$ cat config.mk
export PLATFORM = sky130hd
export DESIGN_NAME = disk_request_scheduler
export DESIGN_NICKNAME = d
export VERILOG_FILES = /design/src/hdl/drs_pkg.sv /design/src/hdl/disk_request_scheduler.sv
export SDC_FILE = /design/constraint.sdc
export NUM_CORES = 2
export LEC_CHECK = 0
export BUFFER_PORTS_ARGS = -buffer_cell sky130_fd_sc_hd__buf_4
export CORE_MARGIN = 1
export CORE_UTILIZATION = 56
export CTS_CLUSTER_DIAMETER = 150
export CTS_CLUSTER_SIZE = 30
export DETAILED_ROUTE_END_ITERATION = 8
export PLACE_DENSITY_LB_ADDON = 0.15
export SLEW_MARGIN = 15
export SYNTH_ARGS = -nofsm -noshare
export SYNTH_HDL_FRONTEND = slang
export SYNTH_SLANG_ARGS = --single-unit
$ cat constraint.sdc
create_clock -name clk -period 9.6 [get_ports clk]
set_clock_uncertainty 0.15 [all_clocks]
set_input_delay 0.48 -clock clk [delete_from_list [all_inputs] [get_ports clk]]
set_output_delay 0.48 -clock clk [all_outputs]
set_load 0.02 [all_outputs]
$ cat src/hdl/drs_pkg.sv
// ----------------------------------------------------------------------------
// Disk request scheduler package
// Shared constants, codes, transaction types and sequencer states.
// ----------------------------------------------------------------------------
package drs_pkg;

  localparam int QUEUE_DEPTH = 16;
  localparam int QIDX_W      = $clog2(QUEUE_DEPTH);
  localparam int CNT_W       = $clog2(QUEUE_DEPTH + 1);

  localparam logic OP_ARRIVE   = 1'b0;
  localparam logic OP_COMPLETE = 1'b1;

  localparam logic POLICY_FCFS = 1'b0;
  localparam logic POLICY_SSTF = 1'b1;

  localparam logic STATUS_OK      = 1'b0;
  localparam logic STATUS_DROPPED = 1'b1;

  typedef struct packed {
    logic        opcode;
    logic [15:0] new_request_id;
    logic [15:0] new_process_id;
    logic [31:0] new_block_address;
    logic [15:0] new_cylinder;
    logic [31:0] new_arrival_time;
    logic [15:0] head_cylinder;
  } drs_req_t;

  typedef struct packed {
    logic        status;
    logic        serving_valid;
    logic [15:0] serving_request_id;
    logic [15:0] serving_process_id;
    logic [31:0] serving_block_address;
    logic [15:0] serving_cylinder;
    logic [31:0] serving_arrival_time;
    logic [4:0]  pending_count;
  } drs_rsp_t;

  typedef struct packed {
    logic [15:0] req_tag;
    logic [15:0] proc_tag;
    logic [31:0] block_address;
    logic [15:0] cylinder;
    logic [31:0] arrival_time;
  } drs_entry_t;

  typedef enum logic [1:0] {
    ST_IDLE,
    ST_SCAN,
    ST_SHIFT,
    ST_FIN
  } drs_state_t;

endpackage

$ cat src/hdl/disk_request_scheduler.sv
// ----------------------------------------------------------------------------
// Disk request scheduler
// Keeps one request in service and a queue of pending requests, and picks
// the next one by arrival order or by shortest seek on each completion.
//
// The req channel carries one command per transaction: an arrival or a
// completion. The rsp channel returns exactly one transaction per command
// with the drop status, the request now in service and the queue length.
// The user must write the policy register through policy_we and policy_data
// only while no command is in progress; the block does not enforce this.
// An arrival, or a completion with an empty queue, goes from idle straight
// to the final state, which loads the response and raises rsp_valid. A
// completion with queued requests first scans the queue, where the single
// compare unit takes one queue entry per cycle, then moves the later
// entries down when the picked position is not the last one, and then
// loads the response in the final state. The next command can be taken in
// the cycle after the response is loaded.
// Only one command is in progress at a time; req_stall is high while busy.
// A response still held by rsp_stall keeps the next command in its final
// state until it is taken. Reset empties the queue, clears the request in service and
// selects first come first served; no clearing pass is needed.
// ----------------------------------------------------------------------------
module disk_request_scheduler
  import drs_pkg::*;
(
  input  logic     clk,
  input  logic     rst,
  input  logic     req_valid,
  output logic     req_stall,
  input  drs_req_t req,
  output logic     rsp_valid,
  input  logic     rsp_stall,
  output drs_rsp_t rsp,
  input  logic     policy_we,
  input  logic     policy_data
);

  drs_state_t        state;
  drs_state_t        state_next;
  logic              policy_mode;
  logic [CNT_W-1:0]  total;
  logic [CNT_W-1:0]  total_m1;
  logic [CNT_W-1:0]  ptr;
  logic [CNT_W-1:0]  data_idx;
  logic              data_vld;
  logic              cur_valid;
  drs_entry_t        cur;
  logic [15:0]       head;
  logic              status;
  logic [CNT_W-1:0]  best_idx;
  logic [31:0]       best_key;
  drs_entry_t        best_entry;

  drs_entry_t        mem [QUEUE_DEPTH];
  drs_entry_t        rd_data;
  logic [QIDX_W-1:0] rd_addr;
  logic              wr_en;
  logic [QIDX_W-1:0] wr_addr;
  drs_entry_t        wr_data;

  logic              req_accept;
  logic              rsp_take;
  logic              rsp_load;
  logic              issue_ok;
  logic              last_data;
  logic              take;
  logic [15:0]       seek_gap;
  logic [31:0]       cand_key;
  logic [CNT_W-1:0]  sel_idx;
  logic [CNT_W-1:0]  shift_dst;
  drs_entry_t        sel_entry;
  drs_entry_t        new_entry;

  assign req_accept = req_valid && !req_stall;
  assign rsp_take   = rsp_valid && !rsp_stall;
  assign rsp_load   = (state == ST_FIN) && (!rsp_valid || !rsp_stall);
  assign total_m1   = total - CNT_W'(1);
  assign issue_ok   = (ptr < total);
  assign last_data  = data_vld && (data_idx == total_m1);
  assign rd_addr    = ptr[QIDX_W-1:0];
  assign shift_dst  = data_idx - CNT_W'(1);

  assign new_entry.req_tag       = req.new_request_id;
  assign new_entry.proc_tag      = req.new_process_id;
  assign new_entry.block_address = req.new_block_address;
  assign new_entry.cylinder      = req.new_cylinder;
  assign new_entry.arrival_time  = req.new_arrival_time;

  assign seek_gap  = (head >= rd_data.cylinder) ? (head - rd_data.cylinder)
                                                : (rd_data.cylinder - head);
  assign cand_key  = (policy_mode == POLICY_SSTF) ? {16'd0, seek_gap} : rd_data.arrival_time;
  assign take      = (data_idx == '0) || (cand_key < best_key);
  assign sel_idx   = take ? data_idx : best_idx;
  assign sel_entry = take ? rd_data : best_entry;

  always_comb begin
    state_next = state;
    unique case (state)
      ST_IDLE: begin
        if (req_accept) begin
          if (req.opcode == OP_ARRIVE || total == '0) begin
            state_next = ST_FIN;
          end else begin
            state_next = ST_SCAN;
          end
        end
      end
      ST_SCAN: begin
        if (last_data) begin
          state_next = (sel_idx == total_m1) ? ST_FIN : ST_SHIFT;
        end
      end
      ST_SHIFT: begin
        if (last_data) begin
          state_next = ST_FIN;
        end
      end
      ST_FIN: begin
        if (rsp_load) begin
          state_next = ST_IDLE;
        end
      end
      default: state_next = ST_IDLE;
    endcase
  end

  always_comb begin
    req_stall = 1'b1;
    wr_en     = 1'b0;
    wr_addr   = total[QIDX_W-1:0];
    wr_data   = new_entry;
    unique case (state)
      ST_IDLE: begin
        req_stall = 1'b0;
        wr_en     = req_accept && (req.opcode == OP_ARRIVE) && cur_valid &&
                    (total < CNT_W'(QUEUE_DEPTH));
      end
      ST_SHIFT: begin
        wr_en   = data_vld;
        wr_addr = shift_dst[QIDX_W-1:0];
        wr_data = rd_data;
      end
      default: req_stall = 1'b1;
    endcase
  end

  always_ff @(posedge clk) begin
    if (wr_en) begin
      mem[wr_addr] <= wr_data;
    end
    rd_data <= mem[rd_addr];
  end

  always_ff @(posedge clk) begin
    if (rst) begin
      state       <= ST_IDLE;
      policy_mode <= POLICY_FCFS;
      total       <= '0;
      ptr         <= '0;
      data_vld    <= 1'b0;
      cur_valid   <= 1'b0;
      cur         <= '0;
      rsp_valid   <= 1'b0;
    end else begin
      state <= state_next;
      if (policy_we) begin
        policy_mode <= policy_data;
      end
      data_vld <= (state == ST_SCAN || state == ST_SHIFT) && issue_ok;
      data_idx <= ptr;
      if (rsp_load) begin
        rsp_valid <= 1'b1;
      end else if (rsp_take) begin
        rsp_valid <= 1'b0;
      end
      case (state)
        ST_IDLE: begin
          if (req_accept) begin
            head   <= req.head_cylinder;
            status <= STATUS_OK;
            ptr    <= '0;
            if (req.opcode == OP_ARRIVE) begin
              if (!cur_valid) begin
                cur_valid <= 1'b1;
                cur       <= new_entry;
              end else if (total < CNT_W'(QUEUE_DEPTH)) begin
                total <= total + CNT_W'(1);
              end else begin
                status <= STATUS_DROPPED;
              end
            end else if (total == '0) begin
              cur_valid <= 1'b0;
              cur       <= '0;
            end
          end
        end
        ST_SCAN: begin
          if (data_vld) begin
            best_idx   <= sel_idx;
            best_key   <= take ? cand_key : best_key;
            best_entry <= sel_entry;
          end
          if (last_data) begin
            cur_valid <= 1'b1;
            cur       <= sel_entry;
            ptr       <= sel_idx + CNT_W'(1);
            if (sel_idx == total_m1) begin
              total <= total_m1;
            end
          end else if (issue_ok) begin
            ptr <= ptr + CNT_W'(1);
          end
        end
        ST_SHIFT: begin
          if (issue_ok) begin
            ptr <= ptr + CNT_W'(1);
          end
          if (last_data) begin
            total <= total_m1;
          end
        end
        ST_FIN: begin
          if (rsp_load) begin
            rsp.status                <= status;
            rsp.serving_valid         <= cur_valid;
            rsp.serving_request_id    <= cur_valid ? cur.req_tag : 16'd0;
            rsp.serving_process_id    <= cur_valid ? cur.proc_tag : 16'd0;
            rsp.serving_block_address <= cur_valid ? cur.block_address : 32'd0;
            rsp.serving_cylinder      <= cur_valid ? cur.cylinder : 16'd0;
            rsp.serving_arrival_time  <= cur_valid ? cur.arrival_time : 32'd0;
            rsp.pending_count         <= 5'(total);
          end
        end
        default: begin
          ptr <= '0;
        end
      endcase
    end
  end

  a_total_bounded: assert property (@(posedge clk) disable iff (rst)
    total <= CNT_W'(QUEUE_DEPTH))
    else $error("Queue count exceeds its depth.");

  a_busy_after_accept: assert property (@(posedge clk) disable iff (rst)
    req_accept |=> req_stall)
    else $error("A second transaction was accepted before the first finished.");

  a_idle_fields_zero: assert property (@(posedge clk) disable iff (rst)
    (rsp_valid && !rsp.serving_valid) |->
      (rsp.serving_request_id == 16'd0 && rsp.serving_block_address == 32'd0 &&
       rsp.serving_arrival_time == 32'd0))
    else $error("Idle response carries a request.");

  a_drop_when_full: assert property (@(posedge clk) disable iff (rst)
    (rsp_valid && rsp.status == STATUS_DROPPED) |->
      (rsp.pending_count == 5'(QUEUE_DEPTH) && rsp.serving_valid))
    else $error("Arrival dropped while the queue had room.");

endmodule

==> run_results.csv <==
group,metric,value,unit
die,die_area,162000,µm²
sta,finalMaxSlewViolations,0,
route,postRouteAntennaNets,0,
synthesis,ys.flop_type,"edfxtp_1",
sta,fin_crit_sh,78.6,%
setup_path,worstSetupPathType,"reg2reg",
pwr,power_density,212,nW/µm²
cells_and_area,drive_above_1_share,26.8,%
setup_path,cp_top_family,"compound AO/OA/AOI/OAI gates",
synthesis,synth.distinct_cells,65,
run,max-cap-violations,0,
route,viasPerCell,6.36,
synthesis,synth-seq-cells,2322,
clocking,cts_tree,"built",
synthesis,synth_mux_area_share,17.1,%
sta,fmax,133,MHz
min_path,hold_path_class,"in2reg",
clocking,numCtsBuffers,87,
setup_path,worstRegToRegCells,25,
die,die_h,403,µm
setup_path,reg2reg_to,"total[3]",
synthesis,yosys.area_share.adder,1.11,%
route,routedWlPerCell,30.8,µm
route,postRouteWirelength,213,mm
cells_and_area,nets,4908,
global_routing,grt_max_degree,157,
setup_path,worstPathArrival,8.04,ns
route,drc_errors,0,
cells_and_area,antennaDiodeCount,0,
die,rows,146,
setup_path,crit_fanout,23,
synthesis,synth_edf_count,2082,
place,placedCellCount,6625,
sta,tightest_slew,1.24,ns
synthesis,synth_xor_area_share,0.331,%
global_routing,antenna_found_initial,11,
synthesis,async_flop_share,0,%
setup_path,cp_slowest_stage_delay,0.47,ns
setup_path,slowest_stage,"a221o_2",
place,dp_hpwl,113,mm
synthesis,synth-simple-area-share,2.38,%
global_routing,track_usage,26.4,%
synthesis,syn_inst,4374,
setup_path,cp_num_buf_inv,4,
synthesis,synth_top_family_by_area,"multiplexers",
synthesis,synth_top_area_cell,"edfxtp_1",
place,port_buffers,255,
clocking,clk_pin_slew,0.12,ns
die,ios,256,
setup_path,rrSetupSlack,2.06,ns
synthesis,synth_compound_area_share,2.92,%
synthesis,ys_warn_count,0,
setup_path,end_kind,"flop",
die,start_util,56.6,%
synthesis,avgSynthCellArea,20.6,µm²
die,coreArea,159000,µm²
status,status,"completed",
clocking,clk_path_buf_depth,3,
setup_path,critical_path_required,10.09,ns
clocking,cts.root.buffer_cell,"clkbuf_16",
sta,finalSetupViolCount,0,
pwr,ir_drop,0.188,mV
global_routing,grt_pass1_vias,44237,
setup_path,crit_path_start_kind,"flop",
sta,max_slew_margin,17.5,%
cells_and_area,final-instance-count-excl-fill,6912,
clocking,cts_sinks,2322,
place,gp_congestion,0.815,
synthesis,netlist_area,90100,µm²
route,vias,43947,
synthesis,synth_area_leaders,"edfxtp_1 69%, mux4_2 14%, dfxtp_1 5.3%",
sta,setup_tns,0,ns
global_routing,overflow,0,
die,die_w,403,µm
synthesis,syn_nets,4588,
clocking,h-tree-depth,3,
min_path,hold_start,"req[34]",
clocking,post-cts-setup-buffer-count,0,
sta,rsz0062_at_grt,"no",
pwr,leakage,30.7,nW
route,dr.pass1.iters,7,
global_routing,grt_pass1_wl,307,mm
setup_path,worstReg2RegStart,"head[0]",
sta,hold_viol,0,
min_path,hold_depth,3,
clocking,clk_latency,0.75,ns
cells_and_area,area_growth,9.33,%
min_path,min_to,"cur[18]",
synthesis,synth_seq_area_share,74.7,%
route,drt-initial-drc-count,5303,
synthesis,yosysTopAreaCellShare,69.4,%
sta,period_needed,7.54,ns
-- worst register-to-register path: cells and delay by family, from the launching register on --
family	cells	cell delay [ns]
AO/OA/AOI/OAI	12	3.60
XOR/XNOR	1	0.13
adder cells (fa/ha/maj)	3	0.74
buffers and inverters	4	0.85
flip-flops	1	0.43
multiplexers	4	1.17
AND/OR/NAND/NOR	1	0.37
-- worst max-delay path by stage --
stage          startpoint         to  slack [ns]  cells past startpoint
3_3_place_gp      head[0]   total[3]        2.34                     25
2_1_floorplan    state[0]  mem[1][0]        2.66                      7
3_5_place_dp      head[0]   total[0]        2.20                     25
5_1_grt           head[0]     ptr[4]        1.76                     28
6_report          head[0]   total[3]        2.06                     25
4_1_cts           head[0]   total[3]        2.14                     25
-- cells in the mapped netlist, types with 8 or more instances --
master and number:
dfxtp_1 240, nor2_1 185, nand2_1 42, xor2_1 15, a21o_1 20, buf_1 40, mux2i_1 13, nor3_1 17
edfxtp_1 2082, inv_1 88, clkbuf_1 164, a21oi_1 50, nand2b_1 8, xnor2_1 19, o21ai_0 24, and3_1 8
a211oi_1 120, mux2_2 232, a22oi_1 115, nor2b_1 20, and2_1 114, mux4_2 560, buf_2 33, ha_1 77
nand4_1 8
-- repair_timing --
item                      in CTS  in global routing
gates resized for setup        0                  0
hold endpoints to repair     125                  0
hold buffers                 126                  0
-- placed cells by master, fill, tap and decap left out, drive strengths merged, types with 115 or more instances in the layout --
cell type / netlist / layout
clkbuf: 165 / 152
buf: 78 / 348
dlygate4sd3: 0 / 126
edfxtp: 2082 / 2082
nor2: 186 / 186
a211oi: 120 / 120
dfxtp: 240 / 240
mux4: 560 / 560
mux2: 233 / 233
a22oi: 115 / 115
-- area by class of cell --
cell class,count,area (µm²)
fillers,11021,60600
repair buffers,474,3950
well taps,2146,2690
clock inverters,9,113
multi-input cells,1721,21600
inverters,88,330
clock buffers,152,2420
flip-flops and latches,2322,67300
-- registers in the layout, summed over array words and instances, names as in the netlist --
| signal | flops |
|---|---|
| state | 2 |
| head | 16 |
| data_idx | 5 |
| total | 5 |
| status | 1 |
| data_vld | 1 |
| best_entry | 112 |
| policy_mode | 1 |
| rd_data | 112 |
| cur_valid | 1 |
| rsp | 119 |
| best_idx | 5 |
| cur | 112 |
| mem | 1792 |
| best_key | 32 |
| ptr | 5 |
| rsp_valid | 1 |
-- report_power, final --
part	total [mW]	switching [mW]	internal, mW
Combinational	3.88	2.47	1.41
Clock	4.71	2.94	1.77
Sequential	12.3	0.296	12.0
Total	20.9	5.71	15.2
-- layer usage --
layer  up-vias  GRT usage (%)  routed length, µm
li1      18433              -                  -
met1     23450           38.7              87300
met2      1865           42.5             104000
met3       193           4.15              18100
met4         6           5.46               3810
met5         -              0                 36
-- per-stage QoR --
step	total power, mW	setup WS [ns]	instance area (µm²)	hold slack [ns]	util [%]
after floorplan	15.0	2.66	90100	0.250	-
after global placement	16.2	2.34	94700	0.331	59.5
after detailed placement	16.3	2.20	94700	0.335	59.5
after CTS	21.0	2.14	98500	0.00360	61.9
after global routing	21.6	1.76	98500	0.0288	61.9
final	20.9	2.06	98500	0.0445	61.9
-- cells by family (layout without fill, tap and decap cells) --
group           after synthesis  count (layout)
simple gates                432             432
mux                         806             806
buf+inv                     331             723
flops                      2322            2322
xor+xnor                     34              34
compound gates              370             370
fa+ha+maj                    79              79
Power figures use the tool's default switching activity.
